$ cat config.mk
export PLATFORM = sky130hd
export DESIGN_NAME = implicit_tree_node_depth_search_flat
export DESIGN_NICKNAME = d
export VERILOG_FILES = /design/src/rtl/itnds_pkg.sv /design/src/rtl/itnds_in_if.sv /design/src/rtl/itnds_out_if.sv /design/src/rtl/itnds_store.sv /design/src/rtl/itnds_nav.sv /design/src/rtl/implicit_tree_node_depth_search.sv /design/src/flat_wrapper.sv
export SDC_FILE = /design/constraint.sdc
export NUM_CORES = 1
export LEC_CHECK = 0
export BUFFER_PORTS_ARGS = -buffer_cell sky130_fd_sc_hd__buf_2
export CAP_MARGIN = 15
export CORE_MARGIN = 2
export CORE_UTILIZATION = 49
export DETAILED_ROUTE_END_ITERATION = 10
export PLACE_DENSITY = 0.76
export SETUP_SLACK_MARGIN = 0.05
export SLEW_MARGIN = 15
export SYNTH_ARGS = -nofsm -noshare
export SYNTH_HDL_FRONTEND = slang
export SYNTH_SLANG_ARGS = --single-unit
$ cat constraint.sdc
create_clock -name clk -period 7.5 [get_ports clk]
set_clock_uncertainty 0.1 [all_clocks]
set_input_delay 0.375 -clock clk [delete_from_list [all_inputs] [get_ports clk]]
set_output_delay 0.375 -clock clk [all_outputs]
set_load 0.02 [all_outputs]
$ cat src/rtl/itnds_pkg.sv
`default_nettype none

package itnds_pkg;

  localparam int CMD_W   = 1;
  localparam int SLOT_W  = 5;
  localparam int SYM_W   = 8;
  localparam int DEPTH_W = 5;
  localparam int MAXD_W  = 4;
  // Level counter width, enough for the deepest tree the block supports
  localparam int LVL_W   = 4;

  localparam logic [SYM_W-1:0]   EMPTY_MARK = 8'd45;
  localparam logic [MAXD_W-1:0]  MAXD_RESET = 4'd4;
  localparam logic [DEPTH_W-1:0] DEPTH_NONE = 5'h1F;

  localparam logic [CMD_W-1:0] CMD_WRITE = 1'b0;
  localparam logic [CMD_W-1:0] CMD_QUERY = 1'b1;

  typedef enum logic [1:0] {
    NAV_LEFT,
    NAV_SIB,
    NAV_UP
  } nav_op_t;

  typedef enum logic [2:0] {
    ST_IDLE,
    ST_FETCH,
    ST_CHECK,
    ST_CLIMB,
    ST_PUT
  } state_t;

endpackage

`default_nettype wire

$ cat src/rtl/itnds_in_if.sv
`default_nettype none

interface itnds_in_if;
  import itnds_pkg::*;

  logic              valid;
  logic              ready;
  logic [CMD_W-1:0]  cmd;
  logic [SLOT_W-1:0] slot;
  logic [SYM_W-1:0]  symbol;

  modport source (output valid, output cmd, output slot, output symbol, input ready);
  modport sink   (input valid, input cmd, input slot, input symbol, output ready);
endinterface

`default_nettype wire

$ cat src/rtl/itnds_out_if.sv
`default_nettype none

interface itnds_out_if;
  import itnds_pkg::*;

  logic                      valid;
  logic                      ready;
  logic signed [DEPTH_W-1:0] depth;

  modport source (output valid, output depth, input ready);
  modport sink   (input valid, input depth, output ready);
endinterface

`default_nettype wire

$ cat src/rtl/itnds_store.sv
`default_nettype none

module itnds_store #(
  parameter int LEVELS = 5
) (
  input  wire logic                        clk,
  input  wire logic                        rst,
  input  wire logic                        wr_en,
  input  wire logic [LEVELS-1:0]           wr_addr,
  input  wire logic [itnds_pkg::SYM_W-1:0] wr_data,
  input  wire logic [LEVELS-1:0]           rd_addr,
  output logic      [itnds_pkg::SYM_W-1:0] rd_data,
  output logic                             ready
);
  import itnds_pkg::*;

  localparam int NODES = (1 << LEVELS) - 1;
  localparam logic [LEVELS-1:0] LAST = LEVELS'(NODES - 1);

  logic [SYM_W-1:0]  mem [NODES];
  logic              clearing;
  logic [LEVELS-1:0] clr_idx;

  // Sweep the whole store with the empty marker after reset
  always_ff @(posedge clk) begin
    if (rst) begin
      clearing <= 1'b1;
      clr_idx  <= '0;
    end else if (clearing) begin
      clr_idx <= clr_idx + 1'b1;
      if (clr_idx == LAST) begin
        clearing <= 1'b0;
      end
    end
  end

  // Write port: clearing pass has priority
  always_ff @(posedge clk) begin
    if (clearing) begin
      mem[clr_idx] <= EMPTY_MARK;
    end else if (wr_en) begin
      mem[wr_addr] <= wr_data;
    end
  end

  // Registered read port
  always_ff @(posedge clk) begin
    rd_data <= mem[rd_addr];
  end

  assign ready = !clearing;

endmodule

`default_nettype wire

$ cat src/rtl/itnds_nav.sv
`default_nettype none

module itnds_nav #(
  parameter int LEVELS = 5
) (
  input  wire itnds_pkg::nav_op_t          op,
  input  wire logic [LEVELS-1:0]           idx,
  input  wire logic [itnds_pkg::LVL_W-1:0] lvl,
  output logic      [LEVELS-1:0]           nxt_idx,
  output logic      [itnds_pkg::LVL_W-1:0] nxt_lvl,
  output logic                             is_right
);
  import itnds_pkg::*;

  localparam logic [LVL_W-1:0] TOP_K = LVL_W'(LEVELS - 1);

  logic [LVL_W-1:0]  k;
  logic [LEVELS-1:0] pw;
  logic [LEVELS-1:0] operand;
  logic              sub;
  logic [LEVELS-1:0] pos;

  // Half-span of the node's subtree: 2^(LEVELS-1-lvl)
  assign k  = TOP_K - lvl;
  assign pw = LEVELS'(1) << k;

  // One adder serves every move: down-left, across to sibling, up to parent
  always_comb begin
    unique case (op)
      NAV_LEFT: begin
        operand = pw >> 1;
        sub     = 1'b1;
        nxt_lvl = lvl + 1'b1;
      end
      NAV_SIB: begin
        operand = pw << 1;
        sub     = 1'b0;
        nxt_lvl = lvl;
      end
      NAV_UP: begin
        operand = pw;
        sub     = 1'b1;
        nxt_lvl = lvl - 1'b1;
      end
      default: begin
        operand = '0;
        sub     = 1'b0;
        nxt_lvl = lvl;
      end
    endcase
  end

  assign nxt_idx = sub ? (idx - operand) : (idx + operand);

  // A right child has bit k+1 of (idx+1) set
  assign pos      = idx + 1'b1;
  assign is_right = |(pos & (pw << 1));

endmodule

`default_nettype wire

$ cat src/rtl/implicit_tree_node_depth_search.sv
// Channel | Dir | Word                        | Moves on
// req     | in  | cmd, slot, symbol           | valid & ready
// rsp     | out | depth (signed, -1 = none)   | valid & ready
// cfg     | in  | max_depth                   | cfg_we
//
// A write goes straight into the store. A query holds the input while it walks
// the tree on the single store read port: each visited node is read (ST_FETCH),
// then compared (ST_CHECK), each level climbed back is a ST_CLIMB step, and
// ST_PUT hands the word over.
// After reset the store is swept with the empty marker, with req.ready low.
// A finished depth waits in the output register; a new word is taken while it
// waits, a second query stalls at the end.
`default_nettype none

module implicit_tree_node_depth_search #(
  parameter int LEVELS = 5
) (
  input  wire logic                         clk,
  input  wire logic                         rst,
  itnds_in_if.sink                          req,
  itnds_out_if.source                       rsp,
  input  wire logic                         cfg_we,
  input  wire logic [itnds_pkg::MAXD_W-1:0] cfg_wdata
);
  import itnds_pkg::*;

  localparam int NODES = (1 << LEVELS) - 1;
  localparam logic [LEVELS-1:0] ROOT    = LEVELS'((NODES - 1) / 2);
  localparam logic [LVL_W-1:0]  LEAF_LV = LVL_W'(LEVELS - 1);
  localparam logic [LVL_W-1:0]  LV_ONE  = LVL_W'(1);

  state_t            state;
  state_t            state_next;
  logic [LEVELS-1:0] idx;
  logic [LEVELS-1:0] idx_next;
  logic [LVL_W-1:0]  lvl;
  logic [LVL_W-1:0]  lvl_next;
  logic [SYM_W-1:0]  key;
  logic signed [DEPTH_W-1:0] best;
  logic signed [DEPTH_W-1:0] best_next;
  logic [MAXD_W-1:0] max_depth;
  logic              out_valid;
  logic signed [DEPTH_W-1:0] out_depth;

  logic              accept;
  logic              wr_en;
  logic              store_ready;
  logic [SYM_W-1:0]  rd_data;
  nav_op_t           nav_op;
  logic [LEVELS-1:0] nav_idx;
  logic [LVL_W-1:0]  nav_lvl;
  logic              nav_right;
  logic              load_out;
  logic              empty;
  logic              hit;
  logic              expand;

  itnds_store #(.LEVELS(LEVELS)) u_store (
    .clk     (clk),
    .rst     (rst),
    .wr_en   (wr_en),
    .wr_addr (LEVELS'(req.slot)),
    .wr_data (req.symbol),
    .rd_addr (idx),
    .rd_data (rd_data),
    .ready   (store_ready)
  );

  itnds_nav #(.LEVELS(LEVELS)) u_nav (
    .op       (nav_op),
    .idx      (idx),
    .lvl      (lvl),
    .nxt_idx  (nav_idx),
    .nxt_lvl  (nav_lvl),
    .is_right (nav_right)
  );

  assign req.ready = (state == ST_IDLE) && store_ready;
  assign accept    = req.valid && req.ready;
  assign wr_en     = accept && (req.cmd == CMD_WRITE) && (int'(req.slot) < NODES);

  // Node tests on the word just read
  assign empty  = (rd_data == EMPTY_MARK);
  assign hit    = !empty && (rd_data == key);
  assign expand = !empty && !hit && (lvl < LEAF_LV) && (lvl < max_depth);

  // Sequencer: depth-first walk, at most one move of the shared adder per step
  always_comb begin
    state_next = state;
    idx_next   = idx;
    lvl_next   = lvl;
    best_next  = best;
    nav_op     = NAV_LEFT;
    load_out   = 1'b0;
    unique case (state)
      ST_IDLE: begin
        if (accept && (req.cmd == CMD_QUERY)) begin
          idx_next   = ROOT;
          lvl_next   = '0;
          best_next  = DEPTH_NONE;
          state_next = ST_FETCH;
        end
      end
      ST_FETCH: begin
        state_next = ST_CHECK;
      end
      ST_CHECK, ST_CLIMB: begin
        if ((state == ST_CHECK) && (lvl == '0)) begin
          // Root: empty or equal answers zero, else descend if allowed
          if (empty || (rd_data == key)) begin
            best_next  = '0;
            state_next = ST_PUT;
          end else if (max_depth == '0) begin
            state_next = ST_PUT;
          end else begin
            nav_op     = NAV_LEFT;
            idx_next   = nav_idx;
            lvl_next   = nav_lvl;
            state_next = ST_FETCH;
          end
        end else if ((state == ST_CHECK) && expand) begin
          nav_op     = NAV_LEFT;
          idx_next   = nav_idx;
          lvl_next   = nav_lvl;
          state_next = ST_FETCH;
        end else if (nav_right) begin
          // Subtree done; climb while on a right branch
          if (lvl == LV_ONE) begin
            state_next = ST_PUT;
          end else begin
            nav_op     = NAV_UP;
            idx_next   = nav_idx;
            lvl_next   = nav_lvl;
            state_next = ST_CLIMB;
          end
        end else begin
          nav_op     = NAV_SIB;
          idx_next   = nav_idx;
          lvl_next   = nav_lvl;
          state_next = ST_FETCH;
        end
        // Keep the deepest match
        if ((state == ST_CHECK) && (lvl != '0) && hit &&
            ($signed({1'b0, lvl}) > best)) begin
          best_next = $signed({1'b0, lvl});
        end
      end
      ST_PUT: begin
        if (!out_valid || rsp.ready) begin
          load_out   = 1'b1;
          state_next = ST_IDLE;
        end
      end
      default: begin
        state_next = ST_IDLE;
      end
    endcase
  end

  // Control state
  always_ff @(posedge clk) begin
    if (rst) begin
      state     <= ST_IDLE;
      max_depth <= MAXD_RESET;
    end else begin
      state <= state_next;
      if (cfg_we) begin
        max_depth <= cfg_wdata;
      end
    end
  end

  // Walk position and running result
  always_ff @(posedge clk) begin
    idx  <= idx_next;
    lvl  <= lvl_next;
    best <= best_next;
    if (accept) begin
      key <= req.symbol;
    end
  end

  // Output register: hold until taken
  always_ff @(posedge clk) begin
    if (rst) begin
      out_valid <= 1'b0;
    end else if (load_out) begin
      out_valid <= 1'b1;
    end else if (rsp.ready) begin
      out_valid <= 1'b0;
    end
  end

  always_ff @(posedge clk) begin
    if (load_out) begin
      out_depth <= best;
    end
  end

  assign rsp.valid = out_valid;
  assign rsp.depth = out_depth;

endmodule

`default_nettype wire

$ cat src/flat_wrapper.sv
// flat-port wrapper written by rule: the top's interface ports become plain ports
module implicit_tree_node_depth_search_flat import itnds_pkg::*;
#(
  parameter int LEVELS = 5
)
  (clk, rst, cfg_we, cfg_wdata, req_valid, req_cmd, req_slot, req_symbol, req_ready, rsp_valid, rsp_depth, rsp_ready);
  itnds_in_if req_i ();
  itnds_out_if rsp_i ();
  input  wire logic clk;
  input  wire logic rst;
  input  wire logic cfg_we;
  input  wire logic [itnds_pkg::MAXD_W-1:0] cfg_wdata;
  input wire logic [$bits(req_i.valid)-1:0] req_valid;
  input wire logic [$bits(req_i.cmd)-1:0] req_cmd;
  input wire logic [$bits(req_i.slot)-1:0] req_slot;
  input wire logic [$bits(req_i.symbol)-1:0] req_symbol;
  output wire logic [$bits(req_i.ready)-1:0] req_ready;
  output wire logic [$bits(rsp_i.valid)-1:0] rsp_valid;
  output wire logic [$bits(rsp_i.depth)-1:0] rsp_depth;
  input wire logic [$bits(rsp_i.ready)-1:0] rsp_ready;
  assign req_i.valid = req_valid;
  assign req_i.cmd = req_cmd;
  assign req_i.slot = req_slot;
  assign req_i.symbol = req_symbol;
  assign req_ready = req_i.ready;
  assign rsp_valid = rsp_i.valid;
  assign rsp_depth = rsp_i.depth;
  assign rsp_i.ready = rsp_ready;
  implicit_tree_node_depth_search #(.LEVELS(LEVELS)) u_core (.clk(clk), .rst(rst), .req(req_i), .rsp(rsp_i), .cfg_we(cfg_we), .cfg_wdata(cfg_wdata));
endmodule
Word level (Yosys, flattened, before mapping) --
Memories as Yosys holds them, arrays and structs flattened. A register that Yosys moved wholly into a read port is not among the register bits. Cells that the tools add are included.
Storage, ports and cells: memory bits (writable) 248, register bits 41, memories kept 1, output and inout port bits 7
Operators by class: reduce and logical (&&, ||, !) cells 34, $lt $le $gt $ge 4, equality and inequality tests 17, $add $sub $neg 7, multiplexer cells 53, bitwise logic cells 2, shift-type cells 1
Memory list:
- u_core.u_store.mem | depth 31, width 8, read ports 1, clocked after memory_dff 1, wr ports 1, RTL line itnds_store.sv:20 | logic [SYM_W-1:0] mem [NODES];
Operators with widths (count):
- two-way mux 5 bit | 13
- two-way mux 4 bit | 7
- two-way mux 3 bit | 8
- one-hot mux 5 bit (2 select lines) | 2
- one-hot mux 4 bit (2 select lines) | 2
- one-hot mux 5 bit (3 select lines) | 1
- logical AND 1 bit | 14
- two-way mux 1 bit | 13
- one-hot mux 3 bit (4 select lines) | 1
- adder 5 x 1 -> 5 bit, second input constant | 2
- two-way mux 2 bit | 5
- equality test 8 x 6 -> 1 bit, second input constant | 1
- equality test 8 bit | 1
- logical NOT 4 bit | 2
- two-way mux 8 bit | 1
- OR reduction 8 bit | 1
- equality test 3 x 2 -> 1 bit, second input constant | 2
- != test 3 x 1 -> 1 bit, second input constant | 2
- != test 3 bit, second input constant | 2
- adder 5 bit | 1
- bitwise AND 5 bit | 1
- equality test 5 bit, second input constant | 1
- greater-than comparator 5 bit | 1
- less-than comparator 5 bit, second input constant | 1
- 27 further kinds | 33

Depth between registers and ports, before layout --
depth after elaboration 20, gate-level depth with buffers 23

Cells and area by module --
From an unflattened synthesis, not the netlist that was laid out.
Second synthesis, totals: cell total of the unflattened synthesis 822, area, all modules 12726.0 um2
By module, submodules not included:
- itnds_store | sequential area each 7727.4 um2, cells each 602, times used 1, area each 10416.2 um2
- implicit_tree_node_depth_search | sequential area each 970.9 um2, cells each 138, times used 1, area each 1685.4 um2
- itnds_nav | sequential area each 0.0 um2, cells each 82, times used 1, area each 624.3 um2

Least setup slack after synthesis --
OpenSTA, ideal clock, no wires.
path type register -> register, start point register u_core.lvl[1], end point register u_core.idx[4], data pin, cell stages (with the launch flop) 24, library setup time 0.259 ns, path slack 3.110 ns, data arrival time 4.031 ns, path buffers 2, required time 7.141 ns, path through edfxtp_1 > inv_1 > ha_1 > buf_2 > and2_0 > a222oi_1 > o211ai_1 > buf_2 > o211ai_1 > nor2b_1 > a22o_1 > o21ai_1 > ha_1 > inv_1 > nor4_1 > a311oi_1 > ha_1 > nor2b_1 > o21ai_0 > nand2b_1 > xnor2_1 > a21oi_1 > a2bb2oi_1 > o21ai_1
Between the ends: longest elaborated chain between the ends 17
RTL lines:
- start, declared | RTL line implicit_tree_node_depth_search.sv:36 | logic [LVL_W-1:0] lvl;
- start signal, assigned | RTL line implicit_tree_node_depth_search.sv:176 | lvl <= lvl_next;
- subtractor 3 x 4 -> 4 bit | RTL line itnds_nav.sv:24 | assign k = TOP_K - lvl;
- << shifter 1 x 4 -> 5 bit | RTL line itnds_nav.sv:25 | assign pw = LEVELS'(1) << k;
- bitwise AND 5 bit | RTL line itnds_nav.sv:57 | assign is_right = |(pos & (pw << 1));
- OR reduction 5 bit | RTL line itnds_nav.sv:57
- two-way mux 2 bit | RTL line implicit_tree_node_depth_search.sv:126 | end else if (nav_right) begin
- two-way mux 2 bit | RTL line implicit_tree_node_depth_search.sv:121 | end else if ((state == ST_CHECK) && expand) begin
- two-way mux 2 bit | RTL line implicit_tree_node_depth_search.sv:108 | if ((state == ST_CHECK) && (lvl == '0)) begin
- two-way mux 2 bit | RTL line implicit_tree_node_depth_search.sv:95 | unique case (state)
- equality test 2 bit, or another cell as far along | RTL line itnds_nav.sv:29 | unique case (op)
- one-hot mux 5 bit (3 select lines) / OR reduction 2 bit (equally long branches)
- adder 5 bit, or another cell as far along | RTL line itnds_nav.sv:53 | assign nxt_idx = sub ? (idx - operand) : (idx + operand);
- two-way mux 5 bit | RTL line itnds_nav.sv:53
- two-way mux 5 bit | RTL line implicit_tree_node_depth_search.sv:128 | if (lvl == LV_ONE) begin
- two-way mux 5 bit | RTL line implicit_tree_node_depth_search.sv:126
- two-way mux 5 bit | RTL line implicit_tree_node_depth_search.sv:121
- two-way mux 5 bit * | RTL line implicit_tree_node_depth_search.sv:108
- one-hot mux 5 bit (2 select lines) * | RTL line implicit_tree_node_depth_search.sv:95
- end signal, assigned | RTL line implicit_tree_node_depth_search.sv:175 | idx <= idx_next;
- end, declared | RTL line implicit_tree_node_depth_search.sv:34 | logic [LEVELS-1:0] idx;
Every way passes the cells marked *; elsewhere a longest branch is shown, timed or not. The select of a mux whose other input is x is not followed. A chain may end at the register's enable or synchronous reset.

Worst setup path after layout --
start point register u_core.idx[3], end point register u_core.idx[4], data pin
Between the ends: longest elaborated chain between the ends 16
RTL lines:
- adder 5 x 1 -> 5 bit | RTL line itnds_nav.sv:56 | assign pos = idx + 1'b1;
- bitwise AND 5 bit | RTL line itnds_nav.sv:57
- OR reduction 5 bit | RTL line itnds_nav.sv:57
- two-way mux 2 bit | RTL line implicit_tree_node_depth_search.sv:126
- two-way mux 2 bit | RTL line implicit_tree_node_depth_search.sv:121
- two-way mux 2 bit | RTL line implicit_tree_node_depth_search.sv:108
- two-way mux 2 bit | RTL line implicit_tree_node_depth_search.sv:95
- equality test 2 bit, or another cell as far along | RTL line itnds_nav.sv:29
- one-hot mux 5 bit (3 select lines) / OR reduction 2 bit (equally long branches)
- adder 5 bit, or another cell as far along | RTL line itnds_nav.sv:53
- two-way mux 5 bit | RTL line itnds_nav.sv:53
- two-way mux 5 bit | RTL line implicit_tree_node_depth_search.sv:128
- two-way mux 5 bit | RTL line implicit_tree_node_depth_search.sv:126
- two-way mux 5 bit | RTL line implicit_tree_node_depth_search.sv:121
- two-way mux 5 bit * | RTL line implicit_tree_node_depth_search.sv:108
- one-hot mux 5 bit (2 select lines) * | RTL line implicit_tree_node_depth_search.sv:95
Marked as above.

==> results.ini <==
[placed_design]
dp.cells = 1138
post-place-ws_ns = 1.59
hpwl_um = 16400
gp_congestion = 0.854
portBuffers = 29
postPlaceCellArea_um2 = 13100

[power_and_ir_drop]
pwr_density_cell_nw_per_um2 = 232
p_leak_nw = 5.43
ir_drop_v = 0.000159

[clock_network]
cts_buffers = 30
clkSinkCount = 297
cts_setup_buffers = 0
cts_tree = built
htreeDepth = 1
cts-root-buf = clkbuf_16
cts.path.max_buffers = 3
worstSkewPairLatency_ns = 0.55
clk_pin_slew_ns = 0.06
holdBufCountCts = 12
cts_resized = 0

[synth]
ys_ff_latch = 297
ys.warnings.count = 0
synth_top_area_share_pct = 65.2
synth_top_family_by_area = multiplexers
synth_fa_ha_area_share_pct = 2.23
synth_compound_gate_area_share_pct = 6.93
yosysUniqueCellTypes = 66
synth.area.mux_share_pct = 11.7
synth_simple_gate_area_share_pct = 6.99
synthesis.instances = 808
synth_seq_area_share_pct = 68.7
synth_area_leader_cell = edfxtp_1
synth_area_leaders = edfxtp_1 65%, mux4_2 7.3%, mux2i_1 4.3%
synth_xor_area_share_pct = 1.31
synth_fp_nets = 853
synth_edf_count = 275
synthArstFlopShare_pct = 0
synth_area_per_cell_um2 = 15.7
syn_area_um2 = 12700
synth-main-ff-cell = edfxtp_1

[finish]
drive_gt1_share_pct = 15.3
fillers = 1901
stdcell_area_um2 = 14200
finalNonFillerCells = 1205
finalNetCount = 897
antennaDiodeCount = 0
area_delta_synth_final_pct = 12.1

[setup_path]
cp-start-kind = flop
critPathArrivalTime_ns = 6.18
end_kind = flop
r2r_start = u_core.idx[3]$_SDFFCE_PP1P_
rrSetupSlack_ns = 1.51
crit_type = reg2reg
required_ns = 7.69
r2r_end = u_core.idx[4]$_SDFFCE_PP0P_
r2r_cells = 19
path_max_fanout = 18

[status]
status = completed

[die]
floorplan.initialDensity_pct = 50.1
rows = 58
core_region_area_um2 = 25300
die_w_um = 165
io-pin-count = 30
die_h_um = 165
die_area_um2 = 27100

[sta]
max_slew_margin_pct = 25.5
slew_viol_final = 0
worst_slack_ns = 1.51
setup_tns_ns = 0
finalCritPeriodShare_pct = 79.8
setup_viol = 0
worst_slew_pin_slew_ns = 1.11
period_minus_slack_ns = 5.99
rsz0062_at_grt = false
timing.fmax_mhz = 167
final_hold_viol_count = 0

[global_route]
grt_pass1_vias = 7069
grt-ovfl-total = 0
grt_antenna_before_repair = 0
grt_usage_pct = 19.6
grt_max_degree = 56
grt_pass1_wl_um = 40300

[drt]
drc = 0
wl_per_cell_um = 21.6
drt_wl_total_um = 26100
drt-vias-per-instance = 5.91
vias = 7119
drtIter0Drc = 675
ant_nets = 0
drtPass1Iterations = 7

[hold_path]
min_to = u_core.max_depth[2]$_SDFFE_PP1P_
hp-class = in2reg
hold_start = cfg_we
min_path_cells = 2

[job]
cap_violations = 0

## cell usage after synthesis (4+ instances only)
| cell | instances |
|---|---|
| nor4_1 | 4 |
| o21ai_0 | 30 |
| xor2_1 | 7 |
| and2_1 | 7 |
| clkbuf_1 | 17 |
| nor3_1 | 4 |
| inv_1 | 22 |
| buf_2 | 11 |
| xnor2_1 | 12 |
| a31oi_1 | 4 |
| nand2_1 | 63 |
| o221ai_1 | 22 |
| edfxtp_1 | 275 |
| a21oi_1 | 20 |
| mux2i_1 | 55 |
| dfxtp_1 | 22 |
| nand4_1 | 7 |
| buf_4 | 7 |
| mux4_2 | 41 |
| o211ai_1 | 8 |
| nand3_1 | 4 |
| a211oi_1 | 5 |
| nor2_1 | 57 |
| ha_1 | 21 |
| nor2b_1 | 12 |
| nand2b_1 | 10 |
## critical path, stage by stage (launching register included)
cell	delay [ns]
edfxtp_1	0.76
clkinv_1	0.80
xnor2_1	0.35
o211ai_1	0.77
o211ai_1	0.30
nor2b_1	0.37
and2_1	0.22
o21ai_0	0.11
ha_1	0.19
inv_1	0.11
nor4_1	0.07
a311oi_1	0.28
ha_1	0.30
nor2b_1	0.15
o21ai_0	0.16
nand2b_1	0.10
xnor2_1	0.27
a21oi_1	0.07
a2bb2oi_1	0.16
o21ai_1	0.08
## metrics by stage
step / hold WS [ns] / total power, mW / util [%]
2_1_floorplan: 0.320 / 1.86 / -
3_3_place_gp: 0.332 / 1.88 / 51.9
3_5_place_dp: 0.337 / 1.88 / 51.9
4_1_cts: 0.0187 / 3.31 / 56.2
5_1_grt: 0.0425 / 3.38 / 56.2
6_report: 0.0340 / 3.29 / 56.2
## final cells by class
class,instances,area (um2),share of cell area [%]
clock buffer,34,766,5.39
inverter,23,86.3,0.608
multi-input combinational,450,3710,26.1
sequential,297,8700,61.2
clock inverter,21,194,1.37
timing repair buffer,50,333,2.34
tap,330,413,2.91
## power by group
| group | internal [mW] | switching, mW | leakage [nW] |
|---|---|---|---|
| registers | 1.80 | 0.00494 | 3.09 |
| clock network | 0.835 | 0.604 | 0.468 |
| logic | 0.0170 | 0.0311 | 1.88 |
## worst max-delay path by stage
stage | from | to
after global placement | u_core.idx[3]$_SDFFCE_PP1P_ | u_core.idx[4]$_SDFFCE_PP0P_
after CTS | u_core.idx[3]$_SDFFCE_PP1P_ | u_core.idx[4]$_SDFFCE_PP0P_
after global routing | u_core.idx[3]$_SDFFCE_PP1P_ | u_core.idx[4]$_SDFFCE_PP0P_
after floorplan | u_core.lvl[1]$_SDFFCE_PP0P_ | u_core.idx[4]$_SDFFCE_PP0P_
after detailed placement | u_core.idx[3]$_SDFFCE_PP1P_ | u_core.idx[4]$_SDFFCE_PP0P_
final | u_core.idx[3]$_SDFFCE_PP1P_ | u_core.idx[4]$_SDFFCE_PP0P_
## cell usage in the layout (no fill, tap or decap), types with 21 or more instances in the layout
master / instances
clkbuf_16: 30
edfxtp_1: 275
dfxtp_1: 22
nand2_1: 63
mux4_2: 41
ha_1: 21
nor2_1: 57
o21ai_0: 30
buf_2: 29
mux2i_1: 55
o221ai_1: 22
inv_1: 22
## per-layer routing
| layer | GRT usage [%] | vias up | share of wire (%) |
|---|---|---|---|
| met2 | 33.1 | 258 | 50 |
| met4 | 5.97 | 0 | 2.3 |
| met3 | 3.39 | 38 | 6.1 |
| met1 | 26.1 | 3566 | 42 |
| met5 | 0 | - | 0 |
| li1 | - | 3257 | - |
## flip-flops by register name (all words and copies together), names as in the netlist
name                     flops
u_core.u_store.mem         248
u_core.key                   8
u_core.u_store.rd_data       8
u_core.best                  5
u_core.idx                   5
u_core.rsp.depth             5
u_core.u_store.clr_idx       5
u_core.lvl                   4
u_core.max_depth             4
u_core.state                 3
u_core.rsp.valid             1
u_core.u_store.clearing      1
## logic make-up (layout without fill, tap and decap cells)
family,after synthesis,in the layout
AO/OA/AOI/OAI,125,125
flip-flops,297,297
adder cells (fa/ha/maj),22,22
XOR/XNOR,19,19
AND/OR/NAND/NOR,187,187
multiplexers,97,97
buffers and inverters,61,128
(Power assumes the default switching activity.)
